`config.mk`:
```
export PLATFORM = sky130hd
export DESIGN_NAME = utf16le_to_utf8_transcoder
export DESIGN_NICKNAME = d
export VERILOG_FILES = /design/src/design/u16u8_pkg.sv /design/src/design/u16u8_core.sv /design/src/design/u16u8_ser.sv /design/src/design/utf16le_to_utf8_transcoder.sv
export SDC_FILE = /design/constraint.sdc
export NUM_CORES = 1
export LEC_CHECK = 0
export BUFFER_PORTS_ARGS = -buffer_cell sky130_fd_sc_hd__buf_2
export CORE_MARGIN = 4
export CORE_UTILIZATION = 55
export CTS_CLUSTER_DIAMETER = 40
export DETAILED_ROUTE_END_ITERATION = 6
export GPL_TIMING_DRIVEN = 0
export PLACE_DENSITY = 0.85
export SLEW_MARGIN = 0
export SYNTH_ARGS = -nofsm -noshare
export SYNTH_HDL_FRONTEND = slang
export SYNTH_SLANG_ARGS = --single-unit
export TNS_END_PERCENT = 10
```
`constraint.sdc`:
```
create_clock -name clk -period 13.5 [get_ports clk]
set_input_delay 2.025 -clock clk [delete_from_list [all_inputs] [get_ports clk]]
set_output_delay 2.025 -clock clk [all_outputs]
set_load 0.02 [all_outputs]
```
`src/design/u16u8_pkg.sv`:
```
package u16u8_pkg;

    localparam logic [15:0] CAP_RESET       = 16'd256;
    localparam logic [16:0] NEED_MAX        = 17'h1FFFF;
    localparam int          MAX_BYTES       = 6;

    localparam logic [20:0] REPL_CP         = 21'h00FFFD;
    localparam logic [20:0] SUPP_BASE       = 21'h010000;
    localparam logic [20:0] ONE_BYTE_LIMIT  = 21'h000080;
    localparam logic [20:0] TWO_BYTE_LIMIT  = 21'h000800;
    localparam logic [20:0] BMP_LIMIT       = 21'h010000;

    localparam logic [15:0] HI_FIRST        = 16'hD800;
    localparam logic [15:0] HI_LAST         = 16'hDBFF;
    localparam logic [15:0] LO_FIRST        = 16'hDC00;
    localparam logic [15:0] LO_LAST         = 16'hDFFF;

    typedef struct packed {
        logic [2:0]      n;
        logic [3:0][7:0] b;
    } utf8_seq_t;

    typedef struct packed {
        logic [MAX_BYTES-1:0][7:0] bytes;
        logic [2:0]                nbytes;
        logic                      has_end;
        logic                      term;
        logic [16:0]               needed;
        logic [15:0]               stored;
        logic                      ranout;
    } batch_t;

    function automatic utf8_seq_t encode_cp(input logic [20:0] cp);
        utf8_seq_t s;
        s = '0;
        if (cp < ONE_BYTE_LIMIT)
        begin
            s.n    = 3'd1;
            s.b[0] = {1'b0, cp[6:0]};
        end
        else if (cp < TWO_BYTE_LIMIT)
        begin
            s.n    = 3'd2;
            s.b[0] = {3'b110, cp[10:6]};
            s.b[1] = {2'b10, cp[5:0]};
        end
        else if (cp < BMP_LIMIT)
        begin
            s.n    = 3'd3;
            s.b[0] = {4'b1110, cp[15:12]};
            s.b[1] = {2'b10, cp[11:6]};
            s.b[2] = {2'b10, cp[5:0]};
        end
        else
        begin
            s.n    = 3'd4;
            s.b[0] = {5'b11110, cp[20:18]};
            s.b[1] = {2'b10, cp[17:12]};
            s.b[2] = {2'b10, cp[11:6]};
            s.b[3] = {2'b10, cp[5:0]};
        end
        return s;
    endfunction

endpackage

```
`src/design/u16u8_core.sv`:
```
module u16u8_core
(
    input  logic                  clk,
    input  logic                  rst_n,
    input  logic                  s_tvalid,
    output logic                  s_tready,
    input  logic [15:0]           s_tdata,
    input  logic                  s_tuser,
    input  logic                  cfg_we,
    input  logic [15:0]           cfg_wdata,
    output logic                  batch_load,
    output u16u8_pkg::batch_t     batch,
    input  logic                  batch_take
);
    import u16u8_pkg::*;

    typedef struct packed {
        logic [15:0] stored;
        logic [16:0] needed;
        logic        full;
        logic        store;
    } step_t;

    function automatic step_t emit_step(input logic [15:0] stored, input logic [16:0] needed,
                                        input logic full, input logic emit,
                                        input logic [2:0] n, input logic [15:0] cap);
        step_t       r;
        logic [17:0] need_sum;
        logic        fit;
        need_sum = {1'b0, needed} + {15'd0, n};
        fit      = !full && (({2'b00, stored} + {15'd0, n} + 18'd1) <= {2'b00, cap});
        r.store  = emit && fit;
        r.full   = full || (emit && !fit);
        r.stored = r.store ? stored + {13'd0, n} : stored;
        if (!emit)
            r.needed = needed;
        else if (need_sum > {1'b0, NEED_MAX})
            r.needed = NEED_MAX;
        else
            r.needed = need_sum[16:0];
        return r;
    endfunction

    logic        in_valid_reg;
    logic [15:0] unit_reg;
    logic        ranout_reg;
    logic [15:0] cap_reg;
    logic [9:0]  pending_high_reg;
    logic        pending_valid_reg;
    logic [15:0] stored_reg;
    logic [16:0] needed_reg;
    logic        full_reg;

    logic [9:0]  pending_high_next;
    logic        pending_valid_next;
    logic [15:0] stored_next;
    logic [16:0] needed_next;
    logic        full_next;

    logic        advance;
    logic        have;
    logic        is_low;
    logic        is_high;
    logic        pair;
    logic        emit2;
    logic        str_end;
    logic [20:0] cp1;
    logic [20:0] cp2;
    utf8_seq_t   seq1;
    utf8_seq_t   seq2;
    step_t       st1;
    step_t       st2;
    logic [2:0]  n1s;
    logic [2:0]  n2s;

    assign s_tready = !in_valid_reg || batch_take;
    assign advance  = in_valid_reg && batch_take;

    assign have    = !ranout_reg && (unit_reg != 16'd0);
    assign is_low  = unit_reg inside {[LO_FIRST:LO_LAST]};
    assign is_high = unit_reg inside {[HI_FIRST:HI_LAST]};
    assign pair    = pending_valid_reg && have && is_low;
    assign emit2   = have && !pair && !is_high;
    assign str_end = !have;

    assign cp1  = pair ? SUPP_BASE + {1'b0, pending_high_reg, unit_reg[9:0]} : REPL_CP;
    assign cp2  = is_low ? REPL_CP : {5'd0, unit_reg};
    assign seq1 = encode_cp(cp1);
    assign seq2 = encode_cp(cp2);

    assign st1 = emit_step(stored_reg, needed_reg, full_reg, pending_valid_reg, seq1.n, cap_reg);
    assign st2 = emit_step(st1.stored, st1.needed, st1.full, emit2, seq2.n, cap_reg);

    assign n1s = st1.store ? seq1.n : 3'd0;
    assign n2s = st2.store ? seq2.n : 3'd0;

    always_comb
    begin
        logic [2:0] j;
        batch = '0;
        for (int i = 0; i < MAX_BYTES; i++)
        begin
            j = 3'(i) - n1s;
            if (3'(i) < n1s)
                batch.bytes[i] = seq1.b[i[1:0]];
            else if (j < n2s)
                batch.bytes[i] = seq2.b[j[1:0]];
            else
                batch.bytes[i] = 8'd0;
        end
        batch.nbytes  = n1s + n2s;
        batch.has_end = str_end;
        batch.term    = ({1'b0, st2.stored} + 17'd1) <= {1'b0, cap_reg};
        batch.needed  = st2.needed;
        batch.stored  = st2.stored;
        batch.ranout  = ranout_reg;
    end

    assign batch_load = advance && ((batch.nbytes != 3'd0) || str_end);

    always_comb
    begin
        if (str_end)
        begin
            pending_high_next  = '0;
            pending_valid_next = 1'b0;
            stored_next        = '0;
            needed_next        = '0;
            full_next          = 1'b0;
        end
        else
        begin
            pending_valid_next = have && !pair && is_high;
            pending_high_next  = pending_valid_next ? unit_reg[9:0] : 10'd0;
            stored_next        = st2.stored;
            needed_next        = st2.needed;
            full_next          = st2.full;
        end
    end

    always_ff @(posedge clk or negedge rst_n)
    begin
        if (!rst_n)
        begin
            in_valid_reg      <= 1'b0;
            cap_reg           <= CAP_RESET;
            pending_high_reg  <= '0;
            pending_valid_reg <= 1'b0;
            stored_reg        <= '0;
            needed_reg        <= '0;
            full_reg          <= 1'b0;
        end
        else
        begin
            if (s_tready)
                in_valid_reg <= s_tvalid;
            if (cfg_we)
                cap_reg <= cfg_wdata;
            if (advance)
            begin
                pending_high_reg  <= pending_high_next;
                pending_valid_reg <= pending_valid_next;
                stored_reg        <= stored_next;
                needed_reg        <= needed_next;
                full_reg          <= full_next;
            end
        end
    end

    always_ff @(posedge clk)
    begin
        if (s_tvalid && s_tready)
        begin
            unit_reg   <= s_tdata;
            ranout_reg <= s_tuser;
        end
    end

    a_needed_covers_stored: assert property (@(posedge clk) disable iff (!rst_n)
        {1'b0, stored_reg} <= needed_reg)
        else $error("needed count below stored count");

    a_full_sticky: assert property (@(posedge clk) disable iff (!rst_n)
        full_reg && !(advance && str_end) |=> full_reg)
        else $error("store full flag dropped inside a string");

    a_end_clears: assert property (@(posedge clk) disable iff (!rst_n)
        advance && str_end |=> !pending_valid_reg && stored_reg == 16'd0 && !full_reg)
        else $error("string state not cleared after end");

    a_no_store_when_full: assert property (@(posedge clk) disable iff (!rst_n)
        advance && full_reg |-> batch.nbytes == 3'd0)
        else $error("bytes stored after capacity miss");

endmodule

```
`src/design/u16u8_ser.sv`:
```
module u16u8_ser
(
    input  logic              clk,
    input  logic              rst_n,
    input  logic              batch_load,
    input  u16u8_pkg::batch_t batch,
    output logic              batch_take,
    output logic              m_tvalid,
    input  logic              m_tready,
    output logic [47:0]       m_tdata,
    output logic              m_tlast,
    output logic              m_tuser
);
    import u16u8_pkg::*;

    batch_t     batch_reg;
    logic       valid_reg;
    logic [2:0] idx_reg;
    logic [2:0] total;
    logic       end_word;
    logic       fire;

    assign total    = batch_reg.nbytes + {2'b00, batch_reg.has_end};
    assign end_word = batch_reg.has_end && (idx_reg == batch_reg.nbytes);
    assign fire     = m_tvalid && m_tready;

    assign m_tvalid   = valid_reg;
    assign m_tlast    = idx_reg == (total - 3'd1);
    assign m_tuser    = end_word;
    assign batch_take = !valid_reg || (fire && m_tlast);

    always_comb
    begin
        m_tdata = '0;
        if (end_word)
        begin
            m_tdata[8]     = batch_reg.term;
            m_tdata[25:9]  = batch_reg.needed;
            m_tdata[41:26] = batch_reg.stored;
            m_tdata[42]    = batch_reg.ranout;
        end
        else
        begin
            m_tdata[7:0] = batch_reg.bytes[idx_reg];
        end
    end

    always_ff @(posedge clk or negedge rst_n)
    begin
        if (!rst_n)
        begin
            valid_reg <= 1'b0;
            idx_reg   <= '0;
        end
        else if (batch_take)
        begin
            valid_reg <= batch_load;
            idx_reg   <= '0;
        end
        else if (fire)
        begin
            idx_reg <= idx_reg + 3'd1;
        end
    end

    always_ff @(posedge clk)
    begin
        if (batch_take && batch_load)
            batch_reg <= batch;
    end

    a_idx_in_range: assert property (@(posedge clk) disable iff (!rst_n)
        m_tvalid |-> idx_reg < total)
        else $error("word index past end of batch");

    a_batch_continues: assert property (@(posedge clk) disable iff (!rst_n)
        fire && !m_tlast |=> m_tvalid && idx_reg == $past(idx_reg) + 3'd1)
        else $error("batch cut short");

    a_end_is_last: assert property (@(posedge clk) disable iff (!rst_n)
        m_tvalid && m_tuser |-> m_tlast)
        else $error("end record not last word of item");

endmodule

```
`src/design/utf16le_to_utf8_transcoder.sv`:
```
// Channel   Dir  Handshake            Contents
// s_*       in   s_tvalid/s_tready    tdata: code_unit; tuser: span_ended
// m_*       out  m_tvalid/m_tready    tdata: out_byte, terminator_written, needed_total,
//                                     stored_total, ran_out; tlast; tuser: string_end
// cfg_*     in   cfg_we               cfg_wdata: dest_capacity
//
// One output word per cycle unless m_tready stalls; an item yields up to 6 words.
// The byte-wide serializer sets the pace; the encoder takes one item a cycle unless held.
// Each item passes the input register, then the batch register, before its first word.
// Reset clears the string state and sets capacity to 256.
// A stall on m_tready holds the batch; the input register keeps one more item meanwhile.
module utf16le_to_utf8_transcoder
(
    input  logic        clk,
    input  logic        rst_n,
    input  logic        s_tvalid,
    output logic        s_tready,
    input  logic [15:0] s_tdata,   // [15:0] code_unit
    input  logic        s_tuser,   // [0] span_ended
    output logic        m_tvalid,
    input  logic        m_tready,
    output logic [47:0] m_tdata,   // [7:0] out_byte, [8] terminator_written,
                                   // [25:9] needed_total, [41:26] stored_total,
                                   // [42] ran_out, [47:43] zero
    output logic        m_tlast,   // last_of_item
    output logic        m_tuser,   // [0] string_end
    input  logic        cfg_we,
    input  logic [15:0] cfg_wdata
);
    import u16u8_pkg::*;

    batch_t batch;
    logic   batch_load;
    logic   batch_take;

    u16u8_core u_core
    (
        .clk        (clk),
        .rst_n      (rst_n),
        .s_tvalid   (s_tvalid),
        .s_tready   (s_tready),
        .s_tdata    (s_tdata),
        .s_tuser    (s_tuser),
        .cfg_we     (cfg_we),
        .cfg_wdata  (cfg_wdata),
        .batch_load (batch_load),
        .batch      (batch),
        .batch_take (batch_take)
    );

    u16u8_ser u_ser
    (
        .clk        (clk),
        .rst_n      (rst_n),
        .batch_load (batch_load),
        .batch      (batch),
        .batch_take (batch_take),
        .m_tvalid   (m_tvalid),
        .m_tready   (m_tready),
        .m_tdata    (m_tdata),
        .m_tlast    (m_tlast),
        .m_tuser    (m_tuser)
    );

endmodule

```
Yosys cells after proc, flatten, opt, wreduce, memory -nomap -nowiden
Cells that the tools add are included.

Flip-flop bits (word level): 170. Bits in latches: 0. RAM bits: 0. Memory bits (read-only): 0. Input port bits: 38. Output and inout bits: 52. Logic and storage cells: 182. Memories: 0.

Add/sub/neg operators: 20. Multipliers: 0. Div/mod/pow operators: 0. Magnitude comparators: 34. Equal/unequal tests: 2. Shift operators: 0. Muxes and demuxes: 64. Bitwise logic cells: 0. Reduce and logical (&&, ||, !) cells: 39.

Operators by type and width (count): 8-bit 2-to-1 mux (24); 16-bit 2-to-1 mux (8); 8-bit binary-select mux with 2-bit select (6); 17-bit 2-to-1 mux (5); 24-bit 2-to-1 mux (2); 22-bit 2-to-1 mux (2); 21-bit by 12-bit < comparator with 1-bit output, second input constant (2); 21-bit by 17-bit < comparator with 1-bit output, second input constant (2); 21-bit by 8-bit < comparator with 1-bit output, second input constant (2); 17-bit by 3-bit adder with 18-bit output (2); 18-bit by 1-bit adder with 18-bit output, second input constant (2); 18-bit by 17-bit > comparator with 1-bit output, second input constant (2); 18-bit by 16-bit <= comparator with 1-bit output (2); 35-bit 2-to-1 mux (1); 16-bit by 3-bit adder with 17-bit output (2); 16-bit by 3-bit adder with 16-bit output (2); 16-bit >= comparator, second input constant (2); 16-bit <= comparator, second input constant (2); 3-bit 2-to-1 mux (10); 8-bit binary-select mux with 3-bit select (1); 17-bit by 20-bit adder with 21-bit output, first input constant (1); 1-bit logical AND (21); 21-bit 2-to-1 mux (1); 10-bit 2-to-1 mux (2); other kinds (22) (53).

Depth between registers and ports, before layout
Word-level depth: 26. Depth in mapped cells: 75. Gate-level depth less buffers: 71.

Cells and area by module
From an unflattened synthesis, not the netlist that was laid out.

Cell total of the unflattened synthesis: 1455. Area, all modules: 13082.5 um^2.

By module, submodules not included: u16u8_core (times used 1, cells each 1232, area an instance 9367.7 um^2, seq. area each 2063.2 um^2); u16u8_ser (times used 1, cells each 223, area an instance 3714.8 um^2, seq. area each 2712.6 um^2).

Worst setup path before layout
No wires, ideal clock.

Kind: reg-to-reg. From: register u_core.unit_reg[7]. To: register u_ser.batch_reg[0] (netlist name), enable pin. Setup time: 0.463 ns. Arrival: 14.367 ns. Data required time: 13.037 ns. Setup slack: -1.330 ns. Stages on the path, launching flop included: 63. Path buffers: 5. Period minus slack after synthesis: 14.830 ns. Cells stage by stage: edfxtp_1 > clkbuf_1 > nor4_1 > nand2_1 > inv_1 > a31oi_1 > inv_1 > nor3_1 > and3_1 > nand3b_1 > o21ai_0 > ha_1 > fa_1 > clkbuf_1 > nor2_1 > o21ai_0 > a21oi_1 > a21oi_1 > [... 27 more ...] > or3_1 > buf_6 > nor2_1 > xnor2_1 > ha_1 > nor2b_1 > o21ai_0 > nand3_1 > a211oi_1 > o211ai_1 > nor3_2 > o31ai_4 > a21oi_1 > ha_1 > fa_1 > xor2_1 > inv_1 > o41a_1.

RTL lines: from (decl) (RTL line u16u8_core.sv:45) `logic [15:0] unit_reg;`; from (signal assigned) (RTL line u16u8_core.sv:174) `unit_reg <= s_tdata;`; to (signal assigned) (RTL line u16u8_ser.sv:69) `batch_reg <= batch;`; to (decl) (RTL line u16u8_ser.sv:16) `batch_t batch_reg;`.

==> flow_summary.ini <==
[status]
status = finished, violations left
failed_checks = design-rule violations, negative setup slack

[setup_path]
worst_path_largest_cell_delay_ps = 520
rr_worst_depth = 73
worst_r2r_startpoint = u_core.unit_reg[14]
timing.critical_path.slowest_stage_cell = or4_1
critPathArrivalTime_ps = 14140
critical_path_class = register to register
cp_max_fo = 8
crit-reg2reg-capture = u_ser.batch_reg[34]
regToRegSetupSlack_ps = -340
worst_ep_required_time_ps = 13800
worst_setup_path_startpoint = u_core.unit_reg[14]
worst_setup_path_end_kind = register
startpoint_type = register

[placed_design]
gp_congestion = 1.040
post-dp-hpwl_mm = 37.79
port_buffers = 84
place_ws_ps = -3499
dpl.cell_count = 2056

[logic_synthesis]
yosysWarnings = 0
postSynthRegisterBits = 170
ys_seq_area_share_pct = 33.92
ys_async_sr_fraction_pct = 38.82
distinct_cell_type_count_after_synthesis = 97
synth_ff_type = edfxtp_1
synthesis.instances = 1636
synth-edff-count = 104
avgSynthCellArea_um2 = 8.607
post_synthesis_instance_area_um2 = 14080

[hold_path]
min-delay-path-class = register to register
min-delay-start = u_core.in_valid_reg
min_delay_path_depth = 2
hold_path_end = u_core.in_valid_reg

[final_layout]
nNetsFinal = 1940
layout-drive-gt1-share_pct = 21.16
diodes = 0
final_core_utilization_pct = 67.98
areaGrowthSynthToFinish_pct = 21.57
layout.cells.non_filler = 2164
largest_register_ff_count = 87

[power]
comb_power_share_pct = 57.7
report.power.total_mw = 3.201
power.density_nw_per_um2 = 187.0
max-vdd-ir-drop_uv = 194.9
p_int_mw = 1.721
sequential_power_share_pct = 27.1
leakage_nw = 6.765
power.share.switching_pct = 46.23
power.clock.fraction_pct = 15.1
total_switching_power_mw = 1.480

[cts]
ctsHtreeMaxLevel = 4
tritoncts.num_buffers = 17
cts.clk_slew.worst_paths_ps = 70
clockBufferDepth = 2
tritoncts_num_sinks = 170
insertion_delay_of_the_later_clocked_pin_in_the_worst_skew_pair_ps = 450
cts_tree = built
buffer_cell_driving_the_clock_tree_root = clkbuf_16

[timing]
layout_worst_path_cycle_share_pct = 102.5
setup_viol = 1
rsz_0062_raised_after_global_routing = true
hold_violations = 0
worst-slew-pin-transition_ps = 1273
timing.max_slew.rel_slack_pct = 14.03
slew_viol_final = 0
hold_slack_ps = 556.7
skew_final_ps = 17.20
achievable-frequency_mhz = 72.26
period_minus_slack_ps = 13840
fin_ws_ps = -338.3

[global_route]
grt_pass1_vias = 13830
grt_first_pass_wirelength_mm = 78.63
grt_overflow_total = 0
grt_start_max_net_pins = 75
grt_antenna_before_repair = 0
grt_usage_pct = 35.21

[routing]
route.vias.total = 14600
antenna_violating_nets_post_route = 0
dr.first_iter.drc_count = 2047
routedWlPerCell_um = 23.86
totalWireLength_mm = 51.64
vias_per_cell = 6.749
post-route-drc-count = 1
dr.pass1.iters = 7

[floorplan]
die_y_um = 168.0
pin_count = 90
die_width_um = 168.0
initial_utilization_pct = 55.92
die_area_um2 = 28230
floorplan.rows = 58
core_um2 = 25180

[run]
cap_violations = 0
metal layers:
metal	wire, µm	part of all wire (%)	global-route usage (%)	vias to the layer above
met1	20100	39	46.79	6947
met4	2350	4.6	13.48	0
met3	5568	11	7.889	199
met2	23620	46	56.46	1048
li1	-	-	-	6410
met5	0	0	0	-
logic make-up (layout without fill, tap and decap cells):
| family | Yosys count | count (layout) | synth area share, % |
|---|---|---|---|
| compound gates | 447 | 447 | 21.47 |
| mux | 32 | 32 | 3.128 |
| buf+inv | 165 | 359 | 4.834 |
| xor+xnor | 107 | 107 | 6.762 |
| fa+ha+maj | 82 | 82 | 7.535 |
| other cells | 1 | 5 | 0.02663 |
| flops | 170 | 170 | 33.92 |
| simple gates | 632 | 632 | 22.33 |
cells in the mapped netlist, types with 7 or more instances:
cell      number  share of area (%)
ha_1          76                6.8
a22o_1        36                2.2
o22ai_1       29                1.3
nand3_1       61                2.2
buf_2         13               0.46
a21o_1        14               0.75
and3_1        19               0.84
nor3_1        35                1.2
mux4_2         8                1.3
nand4_1       34                1.5
nor2_1       135                3.6
xnor2_1       76                4.7
mux2i_1       10               0.71
a21oi_1       89                3.2
dfrtp_1       65                 12
nor4_1        23                1.0
or3_1         13               0.58
o211ai_1      15               0.80
a211o_1        8               0.50
clkbuf_1      64                1.7
inv_1         67                1.8
a31oi_1       17               0.76
mux2_2        13                1.0
a32oi_1        8               0.50
o31ai_1        9               0.48
a22oi_1       14               0.75
nor2b_1       14               0.62
or2_2         12               0.53
nand2_1      186                5.0
buf_1          8               0.21
o21a_1        14               0.75
nand2b_1      12               0.53
edfxtp_1     104                 22
a211oi_1       7               0.37
o21ai_0      108                3.8
xor2_1        29                1.8
o311ai_0       7               0.44
and2_1        47                2.1
cell usage in the layout (no fill, tap or decap), drive strengths merged, types with 17 or more instances in the layout:
master | netlist | routed
nand2 | 186 | 186
ha | 76 | 76
edfxtp | 104 | 104
nor3 | 37 | 37
and3 | 19 | 19
nor4 | 25 | 25
o21ai | 114 | 114
a22o | 36 | 36
nor2 | 135 | 135
o22ai | 29 | 29
a21oi | 90 | 90
nand4 | 34 | 34
and2 | 47 | 47
inv | 68 | 74
buf | 30 | 195
dfrtp | 65 | 65
a31oi | 17 | 17
clkbuf | 64 | 79
xnor2 | 77 | 77
nand3 | 61 | 61
xor2 | 30 | 30
power groups by stage:
stage / sequential [mW] / clock, mW / combinational [mW]
3_3_place_gp: 0.860 / 0 / 1.50
3_5_place_dp: 0.860 / 0 / 1.56
6_report: 0.869 / 0.485 / 1.85
2_1_floorplan: 0.836 / 0 / 1.08
5_1_grt: 0.880 / 0.508 / 1.97
4_1_cts: 0.860 / 0.485 / 1.67
worst max path at each step:
stage                                      to  slack, ps  depth (start not counted)
after floorplan           u_ser.batch_reg[34]         10                         75
final                     u_ser.batch_reg[34]       -340                         73
after global placement    u_ser.batch_reg[34]      -3300                         70
after global routing      u_ser.batch_reg[34]       -620                         69
after CTS                 u_ser.batch_reg[34]       -220                         75
after detailed placement  u_ser.batch_reg[34]      -3500                         70
metrics by stage:
step,TNS [ps],instance area (µm²)
2_1_floorplan,0,14200
3_3_place_gp,-337710,15030
3_5_place_dp,-318010,15100
4_1_cts,-217.8,16460
5_1_grt,-621.4,17120
6_report,-338.3,17120
critical path: cells and delay by family (launching register included):
kind	cells	cell delay (ps)
buf+inv	9	1150
xor+xnor	3	410
mux	1	240
simple gates	23	4530
fa+ha+maj	8	2290
compound gates	29	4510
flops	1	500
timing repair:
action                     in CTS  in global routing
hold buffers                    0                  0
buffers inserted               46                 40
resized for setup             100                 68
setup endpoints to repair     172                 79
pin swaps                      35                 73
area by class of cell:
| cell class | instances | area (µm²) |
|---|---|---|
| Buffer | 84 | 426.7 |
| Clock buffer | 18 | 429.2 |
| Clock inverter | 14 | 135.1 |
| Fill cell | 1972 | 8063 |
| Inverter | 71 | 279.0 |
| Multi-Input combinational cell | 1305 | 9532 |
| Sequential cell | 170 | 4777 |
| Tap cell | 330 | 412.9 |
| Timing Repair Buffer | 172 | 1127 |
(Power assumes the default switching activity.)
